===== src/design/rcfu_pkg.sv =====
// Shared types and constants of the RC link frame channel unpacker.
package rcfu_pkg;

    localparam int PAYLOAD_START = 3;
    localparam int PAYLOAD_BYTES = 22;
    localparam int PAYLOAD_END   = PAYLOAD_START + PAYLOAD_BYTES;
    localparam int MIN_RC_FRAME  = 26;
    localparam int CHAN_BITS     = 11;

    // one payload bank holds the 22 payload bytes of a frame; two banks
    localparam int PAY_AW  = 5;
    localparam int MEM_AW  = PAY_AW + 1;
    localparam int TOTAL_W = 9;
    localparam int ACC_W   = 18;
    localparam int NBITS_W = 5;

    localparam logic [7:0] SYNC_ADDR_RESET  = 8'hC8;
    localparam logic [7:0] FRAME_TYPE_RESET = 8'h16;

    // configuration register indexes
    localparam logic REG_SYNC_ADDR  = 1'b0;
    localparam logic REG_FRAME_TYPE = 1'b1;

    typedef struct packed {
        logic              en;
        logic [MEM_AW-1:0] addr;
        logic [7:0]        data;
    } t_mem_wr;

    typedef struct packed {
        logic bank;
    } t_frame_cmd;

    typedef struct packed {
        logic       valid;
        t_frame_cmd cmd;
    } t_queue_head;

endpackage


===== src/design/rc_link_frame_channel_unpacker.sv =====
// Top level of the RC link frame channel unpacker.
//
//  channel   direction  handshake          payload
//  config    in         i_cfg_we           i_cfg_index, i_cfg_data
//  rx byte   in         i_valid / o_stall  i_rx_byte
//  channel   out        o_valid / i_stall  o_channel_index, o_channel_value, o_last_channel
//
// One received word is taken per cycle while o_stall is low; o_stall rises only while two finished RC
// frames wait for the unpacker, one per payload bank.
// Unpacking starts from idle, reads each payload byte from the bank memory in a read and a
// load state and emits one channel per emit state, paced by the single read port.
// Reset is synchronous and active low; it returns to hunting for the sync byte.
// A stalled output holds its word; the unpacker waits while the output is full.
module rc_link_frame_channel_unpacker #(
    parameter int BUFFER_BYTES  = 64,
    parameter int CHANNEL_COUNT = 16
) (
    input  logic        i_clk,
    input  logic        i_rst_n,
    input  logic        i_cfg_we,
    input  logic        i_cfg_index,
    input  logic [7:0]  i_cfg_data,
    input  logic        i_valid,
    input  logic [7:0]  i_rx_byte,
    output logic        o_stall,
    output logic        o_valid,
    output logic [3:0]  o_channel_index,
    output logic [10:0] o_channel_value,
    output logic        o_last_channel,
    input  logic        i_stall
);

    logic                  push, pop, queue_full;
    rcfu_pkg::t_frame_cmd  push_cmd;
    rcfu_pkg::t_mem_wr     mem_wr;
    rcfu_pkg::t_queue_head head;

    rcfu_front #(
        .BUFFER_BYTES(BUFFER_BYTES)
    ) u_front (
        .i_clk        (i_clk),
        .i_rst_n      (i_rst_n),
        .i_cfg_we     (i_cfg_we),
        .i_cfg_index  (i_cfg_index),
        .i_cfg_data   (i_cfg_data),
        .i_valid      (i_valid),
        .i_rx_byte    (i_rx_byte),
        .i_queue_full (queue_full),
        .o_stall      (o_stall),
        .o_push       (push),
        .o_push_cmd   (push_cmd),
        .o_mem_wr     (mem_wr)
    );

    rcfu_queue u_queue (
        .i_clk      (i_clk),
        .i_rst_n    (i_rst_n),
        .i_push     (push),
        .i_push_cmd (push_cmd),
        .i_pop      (pop),
        .o_full     (queue_full),
        .o_head     (head)
    );

    rcfu_back #(
        .CHANNEL_COUNT(CHANNEL_COUNT)
    ) u_back (
        .i_clk           (i_clk),
        .i_rst_n         (i_rst_n),
        .i_mem_wr        (mem_wr),
        .i_head          (head),
        .o_pop           (pop),
        .i_stall         (i_stall),
        .o_valid         (o_valid),
        .o_channel_index (o_channel_index),
        .o_channel_value (o_channel_value),
        .o_last_channel  (o_last_channel)
    );

endmodule


===== src/design/rcfu_front.sv =====
// Front end: configuration, sync hunt, frame length tracking and payload capture.
module rcfu_front #(
    parameter int BUFFER_BYTES = 64
) (
    input  logic                i_clk,
    input  logic                i_rst_n,
    input  logic                i_cfg_we,
    input  logic                i_cfg_index,
    input  logic [7:0]          i_cfg_data,
    input  logic                i_valid,
    input  logic [7:0]          i_rx_byte,
    input  logic                i_queue_full,
    output logic                o_stall,
    output logic                o_push,
    output rcfu_pkg::t_frame_cmd o_push_cmd,
    output rcfu_pkg::t_mem_wr   o_mem_wr
);

    localparam int TW = $clog2(BUFFER_BYTES + 1);
    localparam logic [9:0] BUF_L = 10'(BUFFER_BYTES);

    logic [7:0]                  r_sync_addr;
    logic [7:0]                  r_type_cfg;
    logic                        r_in_frame, n_in_frame;
    logic [TW-1:0]               r_taken, n_taken;
    logic [rcfu_pkg::TOTAL_W-1:0] r_total, n_total;
    logic [7:0]                  r_frame_type, n_frame_type;
    logic                        r_bank, n_bank;

    logic                        accept;
    logic [TW-1:0]               taken_inc;
    logic [9:0]                  taken_ext;
    logic [9:0]                  inc_ext;
    logic [rcfu_pkg::TOTAL_W-1:0] len_total;
    logic [9:0]                  pay_idx;
    logic [7:0]                  type_now;

    assign accept    = i_valid && !i_queue_full;
    assign o_stall   = i_queue_full;
    assign taken_inc = r_taken + 1'b1;
    assign taken_ext = 10'(r_taken);
    assign inc_ext   = 10'(taken_inc);
    assign len_total = rcfu_pkg::TOTAL_W'(i_rx_byte) + rcfu_pkg::TOTAL_W'(2);
    assign pay_idx   = taken_ext - 10'(rcfu_pkg::PAYLOAD_START);
    assign type_now  = (taken_ext == 10'd2) ? i_rx_byte : r_frame_type;

    always_comb begin
        n_in_frame    = r_in_frame;
        n_taken       = r_taken;
        n_total       = r_total;
        n_frame_type  = r_frame_type;
        n_bank        = r_bank;
        o_push        = 1'b0;
        o_push_cmd.bank = r_bank;
        o_mem_wr.en   = 1'b0;
        o_mem_wr.addr = {r_bank, pay_idx[rcfu_pkg::PAY_AW-1:0]};
        o_mem_wr.data = i_rx_byte;
        if (accept) begin
            if (!r_in_frame) begin
                if (i_rx_byte == r_sync_addr) begin
                    n_in_frame = 1'b1;
                    n_taken    = TW'(1);
                end
            end else if (taken_ext >= BUF_L) begin
                n_in_frame = 1'b0;
                n_taken    = '0;
            end else begin
                n_taken = taken_inc;
                if (taken_ext == 10'd1) begin
                    n_total = len_total;
                    // drop a frame that would overrun the buffer
                    if (10'(len_total) > BUF_L) begin
                        n_in_frame = 1'b0;
                        n_taken    = '0;
                    end
                end else begin
                    if (taken_ext == 10'd2) begin
                        n_frame_type = i_rx_byte;
                    end
                    if (taken_ext >= 10'(rcfu_pkg::PAYLOAD_START) &&
                        taken_ext < 10'(rcfu_pkg::PAYLOAD_END)) begin
                        o_mem_wr.en = 1'b1;
                    end
                    if (inc_ext >= 10'(r_total)) begin
                        n_in_frame = 1'b0;
                        n_taken    = '0;
                        // hand the filled bank to the back end, write the other one next
                        if (type_now == r_type_cfg &&
                            r_total >= rcfu_pkg::TOTAL_W'(rcfu_pkg::MIN_RC_FRAME)) begin
                            o_push = 1'b1;
                            n_bank = ~r_bank;
                        end
                    end
                end
            end
        end
    end

    always_ff @(posedge i_clk) begin
        if (!i_rst_n) begin
            r_sync_addr <= rcfu_pkg::SYNC_ADDR_RESET;
            r_type_cfg  <= rcfu_pkg::FRAME_TYPE_RESET;
            r_in_frame  <= 1'b0;
            r_taken     <= '0;
            r_bank      <= 1'b0;
        end else begin
            if (i_cfg_we) begin
                unique case (i_cfg_index)
                    rcfu_pkg::REG_SYNC_ADDR:  r_sync_addr <= i_cfg_data;
                    rcfu_pkg::REG_FRAME_TYPE: r_type_cfg  <= i_cfg_data;
                    default: ;
                endcase
            end
            r_in_frame <= n_in_frame;
            r_taken    <= n_taken;
            r_bank     <= n_bank;
        end
    end

    always_ff @(posedge i_clk) begin
        r_total      <= n_total;
        r_frame_type <= n_frame_type;
    end

endmodule


===== src/design/rcfu_queue.sv =====
// Two-entry queue of completed RC frames between front and back end.
module rcfu_queue (
    input  logic                 i_clk,
    input  logic                 i_rst_n,
    input  logic                 i_push,
    input  rcfu_pkg::t_frame_cmd i_push_cmd,
    input  logic                 i_pop,
    output logic                 o_full,
    output rcfu_pkg::t_queue_head o_head
);

    rcfu_pkg::t_frame_cmd r_ent [0:1];
    logic                 r_wp, r_rp;
    logic [1:0]           r_count, n_count;

    assign o_full       = (r_count == 2'd2);
    assign o_head.valid = (r_count != 2'd0);
    assign o_head.cmd   = r_ent[r_rp];

    always_comb begin
        n_count = r_count;
        if (i_push && !i_pop) begin
            n_count = r_count + 2'd1;
        end else if (!i_push && i_pop) begin
            n_count = r_count - 2'd1;
        end
    end

    always_ff @(posedge i_clk) begin
        if (!i_rst_n) begin
            r_wp    <= 1'b0;
            r_rp    <= 1'b0;
            r_count <= 2'd0;
        end else begin
            if (i_push) begin
                r_wp <= ~r_wp;
            end
            if (i_pop) begin
                r_rp <= ~r_rp;
            end
            r_count <= n_count;
        end
    end

    always_ff @(posedge i_clk) begin
        if (i_push) begin
            r_ent[r_wp] <= i_push_cmd;
        end
    end

    a_no_push_full: assert property (@(posedge i_clk) disable iff (!i_rst_n)
        !(i_push && o_full && !i_pop))
        else $error("frame queue overflow");

    a_no_pop_empty: assert property (@(posedge i_clk) disable iff (!i_rst_n)
        i_pop |-> o_head.valid)
        else $error("frame queue underflow");

endmodule


===== src/design/rcfu_back.sv =====
// Back end: payload memory and byte-by-byte unpacking of 11-bit channel values.
module rcfu_back #(
    parameter int CHANNEL_COUNT = 16
) (
    input  logic                  i_clk,
    input  logic                  i_rst_n,
    input  rcfu_pkg::t_mem_wr     i_mem_wr,
    input  rcfu_pkg::t_queue_head i_head,
    output logic                  o_pop,
    input  logic                  i_stall,
    output logic                  o_valid,
    output logic [3:0]            o_channel_index,
    output logic [10:0]           o_channel_value,
    output logic                  o_last_channel
);

    localparam logic [1:0] S_IDLE = 2'd0;
    localparam logic [1:0] S_READ = 2'd1;
    localparam logic [1:0] S_LOAD = 2'd2;
    localparam logic [1:0] S_EMIT = 2'd3;

    localparam logic [3:0] LAST_CH = 4'(CHANNEL_COUNT - 1);
    localparam logic [rcfu_pkg::NBITS_W-1:0] CB = rcfu_pkg::NBITS_W'(rcfu_pkg::CHAN_BITS);

    logic [7:0]                      r_mem [0:2**rcfu_pkg::MEM_AW-1];
    logic [7:0]                      r_rd_data;
    logic [rcfu_pkg::MEM_AW-1:0]     rd_addr;

    logic [1:0]                      r_state, n_state;
    logic [rcfu_pkg::PAY_AW-1:0]     r_k, n_k;
    logic [rcfu_pkg::NBITS_W-1:0]    r_nbits, n_nbits;
    logic [rcfu_pkg::ACC_W-1:0]      r_acc, n_acc;
    logic [3:0]                      r_ch, n_ch;
    logic                            r_out_valid, n_out_valid;
    logic [3:0]                      r_out_index, n_out_index;
    logic [10:0]                     r_out_value, n_out_value;
    logic                            r_out_last, n_out_last;

    logic                            out_free;
    logic [rcfu_pkg::ACC_W-1:0]      shifted;
    logic [rcfu_pkg::NBITS_W-1:0]    nbits_load, nbits_left;

    assign rd_addr    = {i_head.cmd.bank, r_k};
    assign out_free   = !r_out_valid || !i_stall;
    assign shifted    = rcfu_pkg::ACC_W'(r_rd_data) << r_nbits;
    assign nbits_load = r_nbits + rcfu_pkg::NBITS_W'(8);
    assign nbits_left = r_nbits - CB;

    always_comb begin
        n_state     = r_state;
        n_k         = r_k;
        n_nbits     = r_nbits;
        n_acc       = r_acc;
        n_ch        = r_ch;
        n_out_valid = r_out_valid && i_stall;
        n_out_index = r_out_index;
        n_out_value = r_out_value;
        n_out_last  = r_out_last;
        o_pop       = 1'b0;
        unique case (r_state)
            S_IDLE: begin
                if (i_head.valid) begin
                    n_k     = '0;
                    n_nbits = '0;
                    n_acc   = '0;
                    n_ch    = '0;
                    n_state = S_READ;
                end
            end
            S_READ: begin
                n_state = S_LOAD;
            end
            S_LOAD: begin
                // append the next payload byte above the bits still held
                n_acc   = r_acc | shifted;
                n_nbits = nbits_load;
                n_k     = r_k + 1'b1;
                n_state = (nbits_load >= CB) ? S_EMIT : S_READ;
            end
            S_EMIT: begin
                if (out_free) begin
                    n_out_valid = 1'b1;
                    n_out_index = r_ch;
                    n_out_value = r_acc[10:0];
                    n_out_last  = (r_ch == LAST_CH);
                    n_acc       = r_acc >> rcfu_pkg::CHAN_BITS;
                    n_nbits     = nbits_left;
                    n_ch        = r_ch + 1'b1;
                    if (r_ch == LAST_CH) begin
                        o_pop   = 1'b1;
                        n_state = S_IDLE;
                    end else begin
                        n_state = (nbits_left >= CB) ? S_EMIT : S_READ;
                    end
                end
            end
            default: n_state = S_IDLE;
        endcase
    end

    always_ff @(posedge i_clk) begin
        if (i_mem_wr.en) begin
            r_mem[i_mem_wr.addr] <= i_mem_wr.data;
        end
        r_rd_data <= r_mem[rd_addr];
    end

    always_ff @(posedge i_clk) begin
        if (!i_rst_n) begin
            r_state     <= S_IDLE;
            r_out_valid <= 1'b0;
        end else begin
            r_state     <= n_state;
            r_out_valid <= n_out_valid;
        end
    end

    always_ff @(posedge i_clk) begin
        r_k         <= n_k;
        r_nbits     <= n_nbits;
        r_acc       <= n_acc;
        r_ch        <= n_ch;
        r_out_index <= n_out_index;
        r_out_value <= n_out_value;
        r_out_last  <= n_out_last;
    end

    assign o_valid         = r_out_valid;
    assign o_channel_index = r_out_index;
    assign o_channel_value = r_out_value;
    assign o_last_channel  = r_out_last;

    a_emit_has_bits: assert property (@(posedge i_clk) disable iff (!i_rst_n)
        (r_state == S_EMIT) |-> (r_nbits >= CB))
        else $error("channel emitted with fewer than 11 bits held");

    a_busy_has_frame: assert property (@(posedge i_clk) disable iff (!i_rst_n)
        (r_state != S_IDLE) |-> i_head.valid)
        else $error("unpacking without a queued frame");

    a_last_index: assert property (@(posedge i_clk) disable iff (!i_rst_n)
        (o_valid && o_last_channel) |-> (o_channel_index == LAST_CH))
        else $error("last flag on wrong channel");

endmodule

===== config.mk =====
export PLATFORM = sky130hd
export DESIGN_NAME = rc_link_frame_channel_unpacker
export DESIGN_NICKNAME = d
export VERILOG_FILES = /design/src/design/rcfu_pkg.sv /design/src/design/rc_link_frame_channel_unpacker.sv /design/src/design/rcfu_front.sv /design/src/design/rcfu_queue.sv /design/src/design/rcfu_back.sv
export SDC_FILE = /design/constraint.sdc
export NUM_CORES = 1
export LEC_CHECK = 0
export BUFFER_PORTS_ARGS = -buffer_cell sky130_fd_sc_hd__buf_2
export CORE_UTILIZATION = 63
export CTS_CLUSTER_SIZE = 10
export DETAILED_ROUTE_END_ITERATION = 10
export PLACE_DENSITY = 0.76
export SYNTH_ARGS = -nofsm -noshare
export SYNTH_HDL_FRONTEND = slang
export SYNTH_SLANG_ARGS = --single-unit

===== constraint.sdc =====
create_clock -name i_clk -period 4.39 [get_ports i_clk]
set_input_delay 0.439 -clock i_clk [delete_from_list [all_inputs] [get_ports i_clk]]
set_output_delay 0.439 -clock i_clk [all_outputs]
set_load 0.01 [all_outputs]

== Word-level counts from Yosys, hierarchy flattened ==
Memory sizes are Yosys's and may differ from the RTL's. A register that Yosys moved wholly into a read port is not among the register bits.
Index checks and enable logic that the tools add are counted.

* RAM bits: 514
* Register bits: 97
* Bits of input ports: 22
* Output and inout port bits: 18
* Memories kept: 2

* Bitwise logic cells: 7
* Multiplexer cells: 53
* Add/subtract/negate cells: 9
* Reduce and logical (&&, ||, !) cells: 30
* Magnitude comparators: 8
* Shifts and indexed selects: 1
* Equal/unequal tests: 11

{| class="wikitable"
|+ Memories
! name !! words !! bits a word !! rd ports !! clocked after Yosys merged registers in !! write ports !! line !! RTL
|-
| u_back.r_mem || 64 || 8 || 1 || 1 || 1 || rcfu_back.sv:25 || <nowiki>logic [7:0] r_mem [0:2**rcfu_pkg::MEM_AW-1];</nowiki>
|-
| u_queue.r_ent || 2 || 1 || 1 || 1 || 1 || rcfu_queue.sv:12 || <nowiki>rcfu_pkg::t_frame_cmd r_ent [0:1];</nowiki>
|}

{| class="wikitable"
|+ Operators with widths
! cell !! count
|-
| 18-bit one-hot mux with 3 select lines || 1
|-
| 7-bit two-way mux || 6
|-
| 18-bit two-way mux || 2
|-
| 1-bit two-way mux || 28
|-
| 18-bit OR || 1
|-
| 8-bit by 5-bit << shifter with 18-bit output || 1
|-
| 8-bit == test || 2
|-
| 5-bit one-hot mux with 3 select lines || 1
|-
| 2-bit two-way mux || 7
|-
| 2-bit AND reduction || 6
|-
| 5-bit by 4-bit greater-or-equal comparator with 1-bit output, second input constant || 2
|-
| 5-bit two-way mux || 2
|-
| 5-bit one-hot mux with 2 select lines || 1
|-
| 2-bit nonzero test || 5
|-
| 8-bit by 2-bit adder with 9-bit output, second input constant || 1
|-
| 7-bit by 9-bit greater-or-equal comparator with 1-bit output || 1
|-
| 9-bit by 5-bit greater-or-equal comparator with 1-bit output, second input constant || 1
|-
| 9-bit by 7-bit greater-than comparator with 1-bit output, second input constant || 1
|-
| 4-bit two-way mux || 2
|-
| 8-bit two-way mux || 1
|-
| 2-bit one-hot mux with 4 select lines || 1
|-
| 4-bit one-hot mux with 2 select lines || 1
|-
| 4-bit AND reduction || 2
|-
| 7-bit by 1-bit adder with 7-bit output, second input constant || 1
|-
| 25 further kinds || 42
|}

== Depth between registers and ports, before layout ==
Gate-level depths: netlist of the first run.

* Word-level depth: 14
* Mapped depth: 16

== Hierarchy ==
Synthesis of the first run repeated with hierarchy kept, for this count alone.

* Cell total of the unflattened synthesis: 1526
* Area, all modules: 25737.2 sq um

{| class="wikitable"
|+ By module, submodules not included
! module !! area an instance (sq um) !! times used !! cells each !! seq. area each (sq um)
|-
| rcfu_back || 22855.7 || 1 || 1210 || 17036.3
|-
| rcfu_front || 2588.7 || 1 || 291 || 1011.0
|-
| rcfu_queue || 292.8 || 1 || 25 || 160.2
|}

== Worst setup path before layout of the first run ==
Ideal clock, no wire load.

* Path type: flip-flop to flip-flop
* From: register u_front.r_taken[0]
* To: register u_queue.r_count[1]
* Path buffers: 1
* Clock period less this slack: 3.473 ns
* Data arrival time: 3.402 ns
* Setup time: 0.070 ns
* Required time: 4.320 ns
* Slack: 0.917 ns
* Cell stages (with the launch flop): 16
* Path through: dfxtp_1 -> ha_1 -> clkbuf_1 -> nand2_1 -> nor2_1 -> nand2_1 -> xnor2_1 -> ha_1 -> o21ai_0 -> or3_1 -> a221oi_2 -> o21ai_1 -> nor4_1 -> ha_1 -> or3_1 -> a21oi_1

* Word-level cells in the longest chain between the ends: 13
* Elaborated cells on any way between the ends: 19
* Those cells by class: add/sub: 1; order compare: 2; eq/ne: 3; mux: 8; reduce/logical: 5

{| class="wikitable"
|+ RTL lines
! what !! line !! RTL
|-
| from (decl) || rcfu_front.sv:25 || <nowiki>logic [TW-1:0] r_taken, n_taken;</nowiki>
|-
| from (signal assigned) || rcfu_front.sv:115 || <nowiki>r_taken <= n_taken;</nowiki>
|-
| branches (longest 7 deep; another with 7-bit by 9-bit greater-or-equal comparator with 1-bit output) || - ||
|-
| 1-bit two-way mux (*) || rcfu_front.sv:64 || <nowiki>end else if (taken_ext >= BUF_L) begin</nowiki>
|-
| 1-bit two-way mux (*) || rcfu_front.sv:59 || <nowiki>if (!r_in_frame) begin</nowiki>
|-
| 1-bit two-way mux (*) || rcfu_front.sv:58 || <nowiki>if (accept) begin</nowiki>
|-
| via push || rc_link_frame_channel_unpacker.sv:33 || <nowiki>logic push, pop, queue_full;</nowiki>
|-
| 1-bit zero test || rcfu_queue.sv:24 || <nowiki>end else if (!i_push && i_pop) begin</nowiki>
|-
| 1-bit logical AND || rcfu_queue.sv:24 ||
|-
| 2-bit nonzero test (no source line) || - ||
|-
| to (signal assigned) || rcfu_queue.sv:41 || <nowiki>r_count <= n_count;</nowiki>
|-
| to (decl) || rcfu_queue.sv:14 || <nowiki>logic [1:0] r_count, n_count;</nowiki>
|}

Mark *: on every way through the listed nets, which the timed path passes.
A chain may end at the register's enable or synchronous reset.

== Worst setup path in the final report of the first run ==
* From: register u_front.r_taken[1]
* To: register u_queue.r_count[1]

Same word-level chain as after synthesis.

==> results of run 1 <==
-- critical path, cell delays in order (launching register included) --
cell      delay, ps
dfxtp_1         510
ha_1            460
nand2_1          90
nor2_1          110
nand2_1          70
xnor2_1         260
ha_1            260
o21ai_0          90
or3_1           400
a221oi_2        180
o21ai_1         160
nor4_1          290
buf_4           180
ha_1            260
or3_1           360
a21oi_1         140
-- metrics by stage --
step	utilization	total power (W)	instances	setup slack (ps)	hold slack, ps
finish	0.7265	0.01432	2077	465.0	96.87
CTS	0.7264	0.01439	2076	516.0	69.16
floorplan	-	0.008375	1454	917.2	420.8
global route	0.7264	0.01474	2076	232.0	91.78
detailed placement	0.6740	0.009075	1970	578.0	437.5
global placement	0.6740	0.009028	1970	658.4	427.9
-- state kept, by name, summed over array words and instances (netlist names), 8 cells and up, named ones only --
name                    count
u_back.r_rd_data            8
u_back.r_mem              512
u_back.r_acc               18
u_front.r_frame_type        8
u_back.o_channel_value     11
u_front.r_total             9
u_front.r_type_cfg          8
u_front.r_sync_addr         8
-- how the worst max path moves through the flow --
stage          slack (ps)                 end  cells after the start               start
2_1_floorplan         920  u_queue.r_count[1]                     15  u_front.r_taken[0]
3_3_place_gp          660  u_queue.r_count[1]                     15  u_front.r_taken[1]
3_5_place_dp          580  u_queue.r_count[1]                     15  u_front.r_taken[1]
4_1_cts               520  u_queue.r_count[1]                     15  u_front.r_taken[1]
5_1_grt               230  u_queue.r_count[1]                     15  u_front.r_taken[1]
6_report              460  u_queue.r_count[1]                     15  u_front.r_taken[1]
-- cells in the final DEF, fill, tap and decap left out, drive strengths merged, types with 6 or more instances in the layout --
master	instances
edfxtp	579
mux4	162
clkbuf	103
nand2	100
nor2	99
buf	70
conb	64
dfxtp	41
a21oi	33
inv	31
o21ai	27
ha	23
xor2	22
nand3	20
and2	17
nor2b	14
mux2i	12
nor3	12
o22ai	11
nand2b	10
a22oi	10
xnor2	10
a22o	10
and3	7
a31oi	6
-- final cells by class --
class	count	area [µm²]
Sequential cell	620	18210
Fill cell	2371	10690
Multi-Input combinational cell	734	6900
Clock buffer	103	2024
Tap cell	518	648.1
Timing Repair Buffer	70	490.5
Inverter	28	105.1
Clock inverter	3	26.28
Antenna cell	1	2.502
-- power groups by stage --
stage / combinational, W / clock (W) / sequential [W]
detailed placement: 0.00207 / 0 / 0.00700
global route: 0.00223 / 0.00560 / 0.00691
finish: 0.00209 / 0.00534 / 0.00689
CTS: 0.00210 / 0.00539 / 0.00689
floorplan: 0.00151 / 0 / 0.00687
global placement: 0.00204 / 0 / 0.00699
-- per-layer routing --
layer / vias up / track usage
li1: 5729 / -
met1: 6893 / 0.3899
met2: 601 / 0.4461
met3: 97 / 0.06256
met4: 2 / 0.08915
met5: - / 0
-- cells by family (layout without fill, tap and decap cells) --
| group | Yosys count | in the layout | synth area share |
|---|---|---|---|
| AO/OA/AOI/OAI | 138 | 138 | 0.03622 |
| XOR/XNOR | 32 | 32 | 0.01110 |
| adder cells (fa/ha/maj) | 23 | 23 | 0.01139 |
| buffers and inverters | 100 | 204 | 0.01521 |
| flip-flops | 620 | 620 | 0.7209 |
| multiplexers | 177 | 177 | 0.1507 |
| other | 1 | 65 | 0.0001485 |
| AND/OR/NAND/NOR | 300 | 300 | 0.05430 |
==> impl_metrics.csv, run 1 <==
group,metric,value,unit
run_status,status,"complete, no violations",
drt,wl,55020,µm
global_route,track_usage,0.2794,
drt,drtAntennaViolNets,0,
clock_network,holdBufCountCts,0,
global_route,grt_pass1_wl,82670,µm
pwr,p_sw,0.003478,W
place,dp_hpwl,33790,µm
synthesis,yosysWarningCount,0,
critical_path,critPathArrivalTime,4430,ps
floorplanning,rows,72,
floorplanning,die_width,202.2,µm
synthesis,synth_cell_types,64,
global_route,grt_pass1_vias,13430,
cells_and_area,finalInstanceArea,28400,µm²
global_route,antenna_found_initial,3,
drt,drc,0,
worst_hold_path,min_to,"u_front.r_sync_addr[3]",
floorplanning,core_area,39100,µm²
sta,hold_viol_final,0,
critical_path,startpoint_type,"flip-flop",
drt,drt_iter0_drc,1353,
drt,firstDrtPassIters,5,
floorplanning,die_area,40890,µm²
place,placed_cell_area,26350,µm²
clock_network,clock-root-buffer,"clkbuf_16",
critical_path,reg2reg_to,"u_queue.r_count[1]",
clock_network,clkLatencyLatePin,590,ps
sta,setup_violations,0,
global_route,grt_max_degree,73,
clock_network,h-tree-depth,3,
critical_path,crit_fanout,10,
synthesis,synth_ff_type,"edfxtp_1",
synthesis,yosysMostFrequentCell,"edfxtp_1",
drt,vias_per_cell,6.414,
critical_path,reg2reg_setup_slack,460,ps
drt,drt-met1-wl,21750,µm
synthesis,async_flop_share,0,
worst_hold_path,worstHoldPathType,"input port to flip-flop",
clock_network,clk_path_buf_depth,3,
drt,vias,13320,
worst_hold_path,hold_depth,3,
drt,met2WireLength,27180,µm
pwr,p_per_area,504.1,nW/µm²
pwr,internal_power,0.01084,W
critical_path,worstSetupEndpointType,"flip-flop",
synthesis,yosys-top-cells-area,"edfxtp_1, mux4_2, dfxtp_1",
place,routabilityCongestion,0.8416,
critical_path,r2r_cells,15,
drt,wl_met3,4637,µm
floorplanning,io_pins,40,
pwr,clkPwrFrac,0.373,
clock_network,numCtsBuffers,72,
synthesis,synth_edf_count,579,
synthesis,synth_top_area_frac,0.6884,
sta,grt_setup_unrepaired,"no",
synthesis,ys_seq_elements,620,
worst_hold_path,hp-start,"i_cfg_data[3]",
cells_and_area,layout-drive-gt1-share,0.2086,
pwr,switching_share,0.2429,
drt,avgRoutedWirePerCell,26.49,µm
sta,max_freq,254.8,MHz
global_route,grt_overflow,0,
sta,fin_skew,19.61,ps
clock_network,postCtsSetupRepairBufs,0,
pwr,leakagePower,9.435,nW
clock_network,cts.clk_slew.worst_paths,60,ps
pwr,power.share.combinational,0.146,
sta,finalSetupTns,0,ps
synthesis,syn_area,25260,µm²
synthesis,syn_inst,1391,
sta,period_share,0.8941,
pwr,sequentialPowerShare,0.481,
sta,timing_worst_slew_pin_value,1237,ps
place,port_buffers,39,
floorplanning,die_h,202.2,µm
sta,slew-limit-headroom,0.1755,
clock_network,cts_tree,"built",
cells_and_area,area_growth_syn_to_layout,12.47,%
cells_and_area,fin_nets,1571,
synthesis,synth.avg_cell_area,18.16,µm²
synthesis,synth_top_cell_by_area,"edfxtp_1",
job,cap_violations,0,
clock_network,cts.sinks,620,
clock_network,ctsResizeCount,0,
synthesis,yosysSeqAreaShare,0.7209,
sta,drv_slew,0,
drt,top_layer_used,"met5",
floorplanning,start_util,0.6460,
critical_path,cp.required,4900,ps
synthesis,synth_common_cells,"edfxtp_1, mux4_2, nand2_1, nor2_1, clkbuf_1",
critical_path,worstSetupPathType,"flip-flop to flip-flop",
sta,post-route-min-period,3925,ps
critical_path,reg2reg_from,"u_front.r_taken[1]",
pwr,ir_worst_vdd,0.4079,mV
No activity file was read; power rests on OpenSTA's default activity.
==> run 2, diff against run 1 <==
BUFFER_PORTS_ARGS = not set   (was -buffer_cell sky130_fd_sc_hd__buf_2)
CORE_MARGIN = 4   (was not set)
DONT_BUFFER_PORTS = 1   (was not set)
PLACE_DENSITY = 0.75   (was 0.76)
==> impl_metrics.csv, run 2 (synthesis gave the netlist of run 1 again) <==
group,metric,value,unit
critical_path,worstSetupEndpointType,"flip-flop",
critical_path,path_depth,14,
pwr,leakagePower,9.330,nW
cells_and_area,layout-drive-gt1-share,0.1877,
sta,max_freq,251.3,MHz
global_route,use_met3,0.04629,
cells_and_area,final_common_cell,"edfxtp_1",
sta,slew-limit-headroom,0.2549,
place,port_buffers,0,
cells_and_area,largest-register,"u_back.r_mem",
clock_network,cts_tree,"built",
critical_path,critPathArrivalTime,4470,ps
clock_network,cts.clk_slew.worst_paths,60,ps
global_route,grt_pass1_wl,83550,µm
critical_path,r2r_cells,14,
global_route,grt_overflow,0,
critical_path,reg2reg_to,"u_queue.r_count[1]",
pwr,p_per_area,498.8,nW/µm²
clock_network,cts.sinks,620,
sta,post-route-min-period,3979,ps
clock_network,clock-root-buffer,"clkbuf_16",
global_route,track_usage,0.2570,
clock_network,clk_path_buf_depth,3,
global_route,grt_busiest_layer,"met2",
drt,drc,0,
pwr,ir_worst_vdd,0.3216,mV
worst_hold_path,worstHoldPathType,"input port to flip-flop",
critical_path,max_stage_delay,520,ps
run_status,status,"complete, no violations",
cells_and_area,final_cell_mix,"edfxtp_1, mux4_2, nand2_1",
drt,wl,54560,µm
sta,timing_worst_slew_pin_value,1118,ps
floorplanning,rows,73,
floorplanning,io_pins,40,
floorplanning,die_area,43360,µm²
critical_path,cp.required,4880,ps
global_route,grt_max_degree,107,
sta,setup_violations,0,
cells_and_area,area_growth_syn_to_layout,12.29,%
drt,drtAntennaViolNets,0,
drt,vias,13150,
cells_and_area,n_antenna_cell,0,
place,dp_hpwl,30900,µm
critical_path,startpoint_type,"flip-flop",
critical_path,reg2reg_setup_slack,410,ps
global_route,use_met2,0.4182,
drt,vias_per_cell,6.436,
drt,firstDrtPassIters,5,
clock_network,numCtsBuffers,72,
cells_and_area,largest_register_ffs,512,
clock_network,h-tree-depth,3,
clock_network,clkLatencyLatePin,590,ps
floorplanning,start_util,0.6371,
global_route,antenna_found_initial,0,
place,routabilityCongestion,0.8163,
cells_and_area,fin_nets,1539,
critical_path,reg2reg_from,"u_front.r_taken[1]",
critical_path,crit_buf_inv,0,
critical_path,path_cells,"ha_1 > nand2_1 > nor2_1 > nand2_1 > xnor2_1 > ha_1 > o21ai_0 > or3_1 > a221oi_2 > o21ai_1 > nor4_2 > ha_1 > or3_1 > a21oi_1",
drt,avgRoutedWirePerCell,26.71,µm
critical_path,crit_top_cell,"ha_1",
job,cap_violations,0,
sta,period_share,0.9065,
sta,drv_slew,0,
sta,hold_viol_final,0,
global_route,grt_pass1_vias,13500,
drt,drt_iter0_drc,1332,
critical_path,slowest_stage,"dfxtp_1",
sta,fin_skew,24.06,ps
critical_path,worstSetupPathType,"flip-flop to flip-flop",
sta,finalSetupTns,0,ps
critical_path,critical_path.top_delay_family,"simple AND/OR/NAND/NOR gates",
critical_path,startpoint,"u_front.r_taken[1]",
pwr,total_power,0.01415,W
critical_path,crit_fanout,10,
sta,grt_setup_unrepaired,"no",
floorplanning,core_area,39640,µm²
critical_path,endpoint,"u_queue.r_count[1]",
global_route,gr-usage-met1,0.3617,
floorplanning,die_h,208.2,µm
floorplanning,die_width,208.2,µm
## run 2: layout make-up
type | instances | area [µm²]
flip-flops and latches | 620 | 18210
fillers | 2390 | 11280
multi-input cells | 734 | 6907
clock buffers | 94 | 1948
well taps | 525 | 656.9
repair buffers | 38 | 503.0
inverters | 28 | 105.1
clock inverters | 4 | 32.53
## run 2: how the worst min path moves through the flow
stage	endpoint	start	slack [ps]	cells after the start
floorplan	u_back.o_channel_value[4]	u_back.r_acc[4]	420	0
global placement	u_back.o_channel_value[6]	u_back.r_acc[6]	440	0
detailed placement	u_back.o_channel_value[7]	u_back.r_acc[7]	440	0
CTS	u_front.r_sync_addr[4]	i_cfg_data[4]	4	2
global route	u_front.r_type_cfg[6]	i_cfg_data[6]	10	2
finish	u_front.r_sync_addr[3]	i_cfg_data[3]	30	2
## run 2: routing by layer
layer	wire length (µm)	vias up
met5	0	-
met4	1621	0
li1	-	5673
met2	27370	584
met1	21480	6790
met3	4090	101
## run 2: repair_timing
action / in CTS / in global routing
setup endpoints to repair: 0 / 1
setup buffers: 0 / 0
endpoints found under the hold margin: 526 / 0
gates resized for setup: 0 / 1
hold buffers: 16 / 0
## run 2: report_power, final
part | total (W) | internal [W] | switching, W
clock | 0.00521 | 0.00307 | 0.00214
sequential | 0.00688 | 0.00668 | 0.000200
combinational | 0.00206 | 0.00100 | 0.00105
## run 2: per-stage QoR
step	worst slack [ps]	hold WS [ps]	instance area, µm²	std cells	util
CTS	256.1	4.120	28350	2043	0.7153
floorplan	917.2	420.8	25490	1454	-
finish	410.6	29.34	28360	2043	0.7154
detailed placement	290.5	442.5	26070	1929	0.6577
global placement	379.3	436.2	26070	1929	0.6577
global route	102.1	11.75	28360	2043	0.7154
==> run 3, diff against run 2 <==
ABC_AREA = 1   (was not set)
PLACE_DENSITY = 0.82   (was 0.75)
clock period = 4.4 ns   (was 4.39 ns; I/O delays follow)
==> impl_metrics.csv, run 3 <==
group,metric,value,unit
floorplanning,die_area,44270,µm²
drt,wl,64220,µm
synthesis,yosysSeqAreaShare,0.7055,
synthesis,yosys-top-cells-area,"edfxtp_1, o21ai_0, nor2_1",
floorplanning,start_util,0.6436,
cells_and_area,fin_nets,2265,
critical_path,crit_top_cell,"nand2_1",
synthesis,synth_xor_area_frac,0.005430,
drt,drtAntennaViolNets,0,
clock_network,cts_tree,"built",
synthesis,synth.avg_cell_area,11.87,µm²
synthesis,synth_common_cells,"edfxtp_1, nor2_1, o21ai_0, nand2_1, inv_1",
job,cap_violations,0,
synthesis,synthAdderAreaFrac,0.01115,
floorplanning,die_h,210.4,µm
cells_and_area,fillerInstances,2532,
synthesis,synth_mux_area_frac,0.0003879,
synthesis,yosysMostFrequentCell,"edfxtp_1",
cells_and_area,multi_input_area,6913,µm²
cells_and_area,area_growth_syn_to_layout,11.14,%
synthesis,ys_seq_elements,620,
place,placedCellCount,2653,
synthesis,synth_top_cell_by_area,"edfxtp_1",
synthesis,yosysWarningCount,0,
critical_path,startpoint,"u_queue.r_count[1]",
worst_hold_path,hp-start,"i_stall",
pwr,p_per_area,519.8,nW/µm²
critical_path,cp.required,4610,ps
clock_network,numCtsBuffers,72,
clock_network,postCtsSetupRepairBufs,0,
global_route,grt_max_degree,260,
critical_path,startpoint_type,"flip-flop",
floorplanning,io_pins,40,
sta,post-route-min-period,3383,ps
run_status,status,"complete, no violations",
sta,period_share,0.7689,
sta,timing_worst_slew_pin_value,1121,ps
sta,grt_setup_unrepaired,"no",
sta,drv_slew,0,
global_route,track_usage,0.2886,
synthesis,synthSimpleGateAreaFrac,0.1254,
cells_and_area,final_common_cell,"edfxtp_1",
place,routabilityCongestion,0.9085,
synthesis,synth_top_area_frac,0.6737,
floorplanning,die_width,210.4,µm
clock_network,cts.clk_slew.worst_paths,50,ps
drt,firstDrtPassIters,8,
global_route,grt_pass1_vias,17410,
critical_path,path_cells,"inv_1 > o21ai_0 > nor2_1 > nand2_1 > nor2_2 > nand2_1 > nor2_4 > nand2_1 > nor2_1",
sta,finalSetupTns,0,ps
pwr,ir_worst_vdd,0.3190,mV
drt,drc,0,
critical_path,critPathArrivalTime,3590,ps
global_route,grt_pass1_wl,98360,µm
cells_and_area,largest-register,"u_back.r_mem",
sta,slew-limit-headroom,0.2516,
place,dp_hpwl,37200,µm
sta,fin_skew,24.13,ps
clock_network,clk_path_buf_depth,3,
sta,max_freq,295.6,MHz
synthesis,syn_inst,2175,
drt,vias,17860,
cells_and_area,finalInstanceArea,28680,µm²
floorplanning,rows,73,
synthesis,async_flop_share,0,
sta,hold_viol_final,0,
critical_path,reg2reg_from,"u_queue.r_count[1]",
clock_network,clock-root-buffer,"clkbuf_16",
critical_path,max_stage_delay,750,ps
sta,setup_violations,0,
place,placed_cell_area,26340,µm²
cells_and_area,largest_register_ffs,512,
drt,drt_iter0_drc,2982,
synthesis,synth_ff_type,"edfxtp_1",
sta,whs,17.79,ps
synthesis,synth_edf_count,579,
critical_path,slowest_stage,"nor2_1",
clock_network,cts.sinks,620,
critical_path,crit_fanout,9,
cells_and_area,layout-drive-gt1-share,0.06142,
cells_and_area,regArea,18210,µm²
critical_path,worstSetupEndpointType,"flip-flop",
clock_network,h-tree-depth,3,
clock_network,ctsResizeCount,0,
synthesis,syn_area,25810,µm²
worst_hold_path,worstHoldPathType,"input port to flip-flop",
pwr,leakagePower,9.822,nW
place,port_buffers,0,
global_route,antenna_found_initial,1,
drt,avgRoutedWirePerCell,23.16,µm
pwr,total_power,0.01491,W
synthesis,synth-compound-area-share,0.1161,
synthesis,synth_cell_types,44,
global_route,grt_overflow,0,
drt,vias_per_cell,6.441,
cells_and_area,final_cell_mix,"edfxtp_1, nor2_1, o21ai_0",
clock_network,clkLatencyLatePin,590,ps
synthesis,synth_top_family_by_area,"simple AND/OR/NAND/NOR gates",
cells_and_area,final_cells,2773,
floorplanning,core_area,40100,µm²
critical_path,worstSetupPathType,"flip-flop to flip-flop",
-- run 3: cell types whose count changed after synthesis, sizes merged, moves of 75 or more --
cell and delta:
o21ai +286, nor2 +283, mux4 -162, nand2 +133
inv +76, nand3 +75
-- run 3: power breakdown --
part / switching, W / internal (W)
Sequential: 0.000161 / 0.00668
Combinational: 0.00203 / 0.000768
Clock: 0.00214 / 0.00312
-- run 3: stage by stage --
step | setup slack [ps] | utilization
after floorplan | 1578 | -
after global placement | 1209 | 0.6568
after CTS | 1055 | 0.7153
after global routing | 788.1 | 0.7153
final | 1017 | 0.7153
after detailed placement | 1103 | 0.6568
-- run 3: routing by layer --
metal,GRT usage,vias to the layer above,wire [µm]
met5,0,-,0
met4,0.1176,0,2853
met3,0.06787,208,8033
met2,0.4490,1290,29290
met1,0.4005,8444,24050
li1,-,7919,-
-- run 3: area by class of cell --
cell class	count	area share
Clock buffer	98	0.06953
Tap cell	525	0.02290
Multi-Input combinational cell	1387	0.2410
Sequential cell	620	0.6348
Timing Repair Buffer	31	0.01631
Inverter	108	0.01431
Antenna cell	1	0.00008724
Clock inverter	3	0.001047
-- run 3: path summary, 6_finish.rpt --
check                                    to  slack, ps  cells past startpoint
hold / removal               u_back.o_valid         20                      2
setup reg to reg        u_back.r_mem[48][7]       1020                      9
setup / recovery        u_back.r_mem[48][7]       1020                      9
hold reg to reg   u_back.o_channel_value[5]        450                      0
-- run 3: timing repair --
| action | in CTS | in global routing |
|---|---|---|
| hold buffers | 18 | 0 |
| endpoints found under the setup margin | 0 | 0 |
| hold endpoints to repair | 528 | 0 |
-- run 3: kinds of logic (layout without fill, tap and decap cells) --
kind of cell             Yosys count  after routing
AND/OR/NAND/NOR                  756            756
buffers and inverters            231            240
flip-flops                       620            620
adder cells (fa/ha/maj)           23             23
multiplexers                       1              1
AO/OA/AOI/OAI                    527            527
XOR/XNOR                          16             16
other                              1             65
-- run 3: worst max-delay path, delay by kind of cell (launching register included) --
kind	cells	cell delay, ps
flip-flops	1	310
AND/OR/NAND/NOR	7	2390
AO/OA/AOI/OAI	1	200
buffers and inverters	1	100
